$ cat src/rtl/core/hrtb_pkg.sv
// Shared types, codes and constants for the heart-rate time-block histogram.
// Used by the controller, the datapath and the top level. No dependencies.
`default_nettype none

package hrtb_pkg;

   // Defaults for the top-level parameters.
   localparam int NUM_BLOCKS_DEF = 96;
   localparam int COUNT_BITS_DEF = 8;

   // Five rate bins per time block; this is fixed by the output fields.
   localparam int NUM_BINS = 5;
   localparam int BIN_W    = 3;

   // Width of a reported count and of the configuration data.
   localparam int OUT_W = 8;
   localparam int CSR_W = 8;
   localparam int CSR_IDX_W = 2;

   // Slot index width before the range check (hour * 4 + quarter).
   localparam int IDX_W = 8;

   // Time limits, quarter-hour boundaries and the frame terminator.
   localparam logic [7:0] HOUR_LAST    = 8'd23;
   localparam logic [7:0] MINUTE_LAST  = 8'd59;
   localparam logic [7:0] QUARTER_ONE  = 8'd15;
   localparam logic [7:0] QUARTER_TWO  = 8'd30;
   localparam logic [7:0] QUARTER_THREE = 8'd45;
   localparam logic [7:0] FRAME_END    = 8'd10;

   // Reset values of the bin edges.
   localparam logic [7:0] EDGE_LOW_RST    = 8'd40;
   localparam logic [7:0] EDGE_SECOND_RST = 8'd80;
   localparam logic [7:0] EDGE_THIRD_RST  = 8'd120;
   localparam logic [7:0] EDGE_HIGH_RST   = 8'd160;

   typedef enum logic [1:0] {
      MODE_RECORD     = 2'd0,
      MODE_QUERY_TIME = 2'd1,
      MODE_QUERY_LAST = 2'd2,
      MODE_CLEAR      = 2'd3
   } mode_type;

   typedef enum logic [2:0] {
      ST_RECORDED   = 3'd0,
      ST_BAD_FRAME  = 3'd1,
      ST_BAD_TIME   = 3'd2,
      ST_QUERY_DONE = 3'd3,
      ST_CLEARED    = 3'd4
   } status_type;

   typedef enum logic [1:0] {
      WARN_NONE = 2'd0,
      WARN_LOW  = 2'd1,
      WARN_HIGH = 2'd2
   } warn_type;

   typedef enum logic [CSR_IDX_W-1:0] {
      CSR_EDGE_LOW    = 2'd0,
      CSR_EDGE_SECOND = 2'd1,
      CSR_EDGE_THIRD  = 2'd2,
      CSR_EDGE_HIGH   = 2'd3
   } csr_index_type;

   // Commands from the controller to the datapath.
   typedef struct packed {
      logic capture;   // latch the request fields
      logic lookup;    // compute the slot and bin, read the counter word
      logic exec;      // update the store and register the result
   } ctrl_cmd_type;

   // Quarter of the hour for a minute in range.
   function automatic logic [1:0] quarter_of(input logic [7:0] minute);
      logic [1:0] q;
      if (minute < QUARTER_ONE) begin
         q = 2'd0;
      end else if (minute < QUARTER_TWO) begin
         q = 2'd1;
      end else if (minute < QUARTER_THREE) begin
         q = 2'd2;
      end else begin
         q = 2'd3;
      end
      return q;
   endfunction

endpackage

`default_nettype wire

$ cat src/rtl/core/hrtb_ctrl.sv
// Controller for the heart-rate time-block histogram: sequences one item
// through capture, lookup and execute. Depends on hrtb_pkg.
`default_nettype none

module hrtb_ctrl (
   input  wire logic                  clock,
   input  wire logic                  reset,
   input  wire logic                  start,
   output logic                       busy,
   output hrtb_pkg::ctrl_cmd_type     cmd
);

   typedef enum logic [1:0] {
      S_IDLE,
      S_LOOKUP,
      S_EXEC
   } state_type;

   state_type state_ff, state_in;
   logic      busy_ff, busy_in;

   // Next state: an item moves through lookup and execute, then the block is free.
   always_comb begin
      state_in = state_ff;
      case (state_ff)
         S_IDLE: begin
            if (start) begin
               state_in = S_LOOKUP;
            end
         end
         S_LOOKUP: begin
            state_in = S_EXEC;
         end
         S_EXEC: begin
            state_in = S_IDLE;
         end
         default: begin
            state_in = S_IDLE;
         end
      endcase
      busy_in = (state_in != S_IDLE);
   end

   // State and registered busy flag.
   always_ff @(posedge clock) begin
      if (reset) begin
         state_ff <= S_IDLE;
         busy_ff  <= 1'b0;
      end else begin
         state_ff <= state_in;
         busy_ff  <= busy_in;
      end
   end

   // Commands to the datapath.
   always_comb begin
      cmd.capture = start && !busy_ff;
      cmd.lookup  = (state_ff == S_LOOKUP);
      cmd.exec    = (state_ff == S_EXEC);
   end

   assign busy = busy_ff;

endmodule

`default_nettype wire

$ cat config.mk
export PLATFORM = sky130hd
export DESIGN_NAME = hrtb_ctrl
export DESIGN_NICKNAME = d
export VERILOG_FILES = /design/src/rtl/core/hrtb_pkg.sv /design/src/rtl/core/hrtb_ctrl.sv
export SDC_FILE = /design/constraint.sdc
export NUM_CORES = 1
export LEC_CHECK = 0
export ABC_AREA = 1
export CAP_MARGIN = 20
export CORE_AREA = 10 10 47 49
export CTS_BUF_LIST = sky130_fd_sc_hd__clkbuf_4 sky130_fd_sc_hd__clkbuf_8 sky130_fd_sc_hd__clkbuf_16
export DETAILED_ROUTE_END_ITERATION = 8
export DIE_AREA = 0 0 57 59
export DONT_BUFFER_PORTS = 1
export GPL_ROUTABILITY_DRIVEN = 1
export PLACE_DENSITY = 0.3
export SKIP_CTS_REPAIR_TIMING = 1
export SYNTH_ARGS = -nofsm -noshare
export SYNTH_HDL_FRONTEND = slang
export SYNTH_SLANG_ARGS = --single-unit
$ cat constraint.sdc
create_clock -name clock -period 1.6 [get_ports clock]
set_clock_uncertainty 0.1 [all_clocks]
set_input_delay 0 -clock clock [delete_from_list [all_inputs] [get_ports clock]]
set_output_delay 0 -clock clock [all_outputs]
set_load 0.01 [all_outputs]
* Word-level counts from Yosys, hierarchy flattened
Index checks and enable logic that the tools add are counted.
** Word-level totals
- Memories kept :: 0
- Bits in latches :: 0
- Bits of input ports :: 3
- Output and inout port bits :: 4
- Word-level logic and storage cells :: 10
- Memory bits (writable) :: 0
- Register bits :: 3
- Memory bits (read-only) :: 0
** Cells by class
- Bitwise gates (word level) :: 0
- Multiplexer cells :: 2
- Order comparisons :: 0
- Equal/unequal tests :: 2
- Reductions and logical operators :: 4
- Shift-type cells :: 0
- Multipliers :: 0
- Add/sub/neg operators :: 0
- Div/mod/pow operators :: 0
** Operators by type and width (number)
- $pmux 2 s2 :: 1
- $eq 2x1->1 const B :: 1
- $eq 2x2->1 const B :: 1
- $logic_not 2->1 :: 1
- $mux 2 :: 1
- $reduce_bool 2->1 :: 1
- $logic_and 1x1->1 :: 1
- $logic_not 1->1 :: 1

* Longest topological paths before layout
- Depth after elaboration :: 3
- Depth in mapped cells :: 4
- Mapped depth without buffers :: 4

* Worst setup path before layout
Ideal clock, no wire load.
- Path type :: reg-to-reg
- Start point :: register state_ff[1]
- End point :: register busy_ff (netlist: busy)
- Cell stages (with the launch flop) :: 4
- Data required time :: 1.386 ns
- Path slack :: 0.884 ns
- Path buffers :: 0
- Clock period less this slack :: 0.716 ns
- Arrival :: 0.502 ns
- Setup time :: 0.114 ns
- Cell sequence :: dfxtp_1 inv_1 nand3b_1 nand2_1
** On the way
- Longest elaborated chain between the ends :: 3
- Elaborated cells on any way between the ends :: 5
- Those cells by class :: 1 x eq/ne; 2 x mux; 2 x reduce/logical
** Ends and longest elaborated chain
- start, declared :: RTL line hrtb_ctrl.sv:19 : state_type state_ff, state_in;
- start signal, assigned :: RTL line hrtb_ctrl.sv:50 : state_ff <= state_in;
- $eq 2x1->1, or another cell as far along :: RTL line hrtb_ctrl.sv:25 : case (state_ff)
- $pmux 2 s2 * :: RTL line hrtb_ctrl.sv:25
- $reduce_bool 2->1 * :: RTL line hrtb_ctrl.sv:41 : busy_in = (state_in != S_IDLE);
- end signal, assigned :: RTL line hrtb_ctrl.sv:51 : busy_ff <= busy_in;
- end, declared :: RTL line hrtb_ctrl.sv:20 : logic busy_ff, busy_in;
Every way passes the cells marked *; elsewhere a longest branch is shown, timed or not.
A chain may end at the register's enable or synchronous reset.

==> results.json <==
{
  "status": "finished, final reports clean",
  "crit_path_end": "busy$_SDFF_PP0_",
  "grt_pass1_vias": 99,
  "num_vias": 110,
  "synthToLayoutAreaGrowth_pct": 52.08,
  "crit_path_end_kind": "flop",
  "hold_class": "primary input to output pin",
  "wl_um": 330,
  "cts_root_buf": "clkbuf_4",
  "die_area_mm2": 0.003363,
  "grt_start_max_net_pins": 5,
  "wl_per_cell_um": 8.684,
  "rsz0062_at_grt": "no",
  "htreeDepth": 1,
  "finalSetupViolations": 0,
  "final_nets": 26,
  "leakage_nw": 0.1004,
  "period_share_pct": 78.29,
  "gp_congestion": 0.5926,
  "irDropWorstVdd_mv": 0.3754,
  "power_density_mw_per_mm2": 1381,
  "antenna_found_initial": 0,
  "insertion_delay_ns": 0.23,
  "synth_top_family_by_area": "simple AND/OR/NAND/NOR gates",
  "timing.rr.end": "busy$_SDFF_PP0_",
  "tns_ns": 0,
  "cts_made_buffers": 3,
  "synth-xor-area-share_pct": 0,
  "synth-seq-cells": 3,
  "tightest_slew_ns": 0.2667,
  "start_kind": "primary input",
  "max_slew_margin_pct": 82.15,
  "clockBufferDepth": 2,
  "synth_compound_area_share_pct": 0,
  "crit_start": "reset",
  "finalHoldViolations": 0,
  "r2r_cells": 3,
  "io_pins": 7,
  "preCtsSetupSlack_ns": 0.8522,
  "setup_slack_ns": 0.3474,
  "crit_required_ns": 1.62,
  "viasPerCell": 2.895,
  "utilization_pct": 13.04,
  "r2r-start": "state_ff[1]$_SDFF_PP0_",
  "yosys.area_share.simple_pct": 28.13,
  "timing.final.crit_period_ns": 1.253,
  "critPathKind": "primary input to flop",
  "cap_violations": 0,
  "die_h_um": 59,
  "drive_gt1_share_pct": 18.18,
  "coreArea_mm2": 0.001401,
  "ff2ff_setup_slack_ns": 0.83,
  "grt_overflow": 0,
  "netlist_instances": 17,
  "dp_hpwl_um": 237.9,
  "tritoncts": "done",
  "whs_ns": 0.04170,
  "grt_pass1_wl_um": 510,
  "synth_fa_ha_area_share_pct": 0,
  "ys_seq_area_share_pct": 50.00,
  "numClockSinks": 3,
  "initial_core_util_pct": 8.571,
  "ys_warn_count": 0,
  "synthMuxAreaShare_pct": 0,
  "syn_area_um2": 120.1,
  "grt_usage_pct": 2.802,
  "fmax_mhz": 798.3,
  "rows": 14,
  "synth_nets": 20,
  "clk_pin_slew_ns": 0.03,
  "drv_slew": 0,
  "dr.pass1.iters": 4,
  "route.detailed.drc": 0,
  "drtAntennaViolNets": 0,
  "portBuffers": 0,
  "antennaDiodeCount": 0,
  "critical_path_arrival_ns": 1.27,
  "yosysUniqueCellTypes": 6,
  "drt_iter0_drc": 8,
  "worstPathMaxFanout": 2,
  "syn_area_per_cell_um2": 7.066,
  "chipWidth_um": 57
}
## layout make-up
type	count	area, um^2
Multi-Input combinational cell	8	33.78
Timing Repair Buffer	2	20.02
Sequential cell	3	60.06
Fill cell	171	1219
Inverter	5	18.77
Clock buffer	4	30.03
Tap cell	16	20.02
## cell usage in the layout (no fill, tap or decap), drive strengths merged
master	count
clkbuf	4
dfxtp	3
dlygate4sd3	2
inv	5
nand2	2
nand3b	1
nor2	5
## per-stage QoR
stage | cells | total power, mW | cell area (um^2)
floorplan | 17 | 0.09809 | 120.1
global placement | 32 | 0.09950 | 132.6
detailed placement | 32 | 0.09938 | 132.6
CTS | 36 | 0.2563 | 162.7
global route | 38 | 0.2759 | 182.7
finish | 38 | 0.2523 | 182.7
## synth_stat cells (all sizes together)
master	n	area (um^2)
buf	1	7.510
dfxtp	3	60.06
inv	5	18.77
nand2	2	7.510
nand3b	1	7.510
nor2	5	18.77
## logic make-up (layout without fill, tap and decap cells)
family,Yosys count,after routing
buffers and inverters,6,11
DFF,3,3
and+or+nand+nor,8,8
## routing by layer
layer,wire length (um),track usage (%),vias up,part of all wire [%]
met5,0,0,-,0
met4,10,4.027,0,3.0
met3,60,5.365,2,18
met2,103,1.860,7,31
met1,155,1.887,45,47
li1,-,-,56,-
## worst max-delay path, cell delays in order
cell and delay (ns):
dlygate4sd3_1 0.55, nor2_1 0.05, dlygate4sd3_1 0.55, nand2_1 0.08
nand2_1 0.05
## state kept, by name, indices dropped and copies added, names as in the netlist
name	flops
state_ff	2
busy	1
## power breakdown
part / internal (mW) / switching, mW
registers: 0.0802 / 0.00489
clock network: 0.110 / 0.0395
logic: 0.00708 / 0.0102
total: 0.198 / 0.0546
## worst min-delay path by stage
stage	start	endpoint	slack, ns	depth (start not counted)
2_1_floorplan	start	cmd[2]	0.005	2
3_3_place_gp	start	cmd[2]	0.04	2
3_5_place_dp	start	cmd[2]	0.04	2
4_1_cts	reset	state_ff[0]$_SDFF_PP0_	-0.17	3
5_1_grt	start	cmd[2]	0.06	2
6_report	start	cmd[2]	0.04	2
Note: power is estimated with default switching activity, not from simulation.
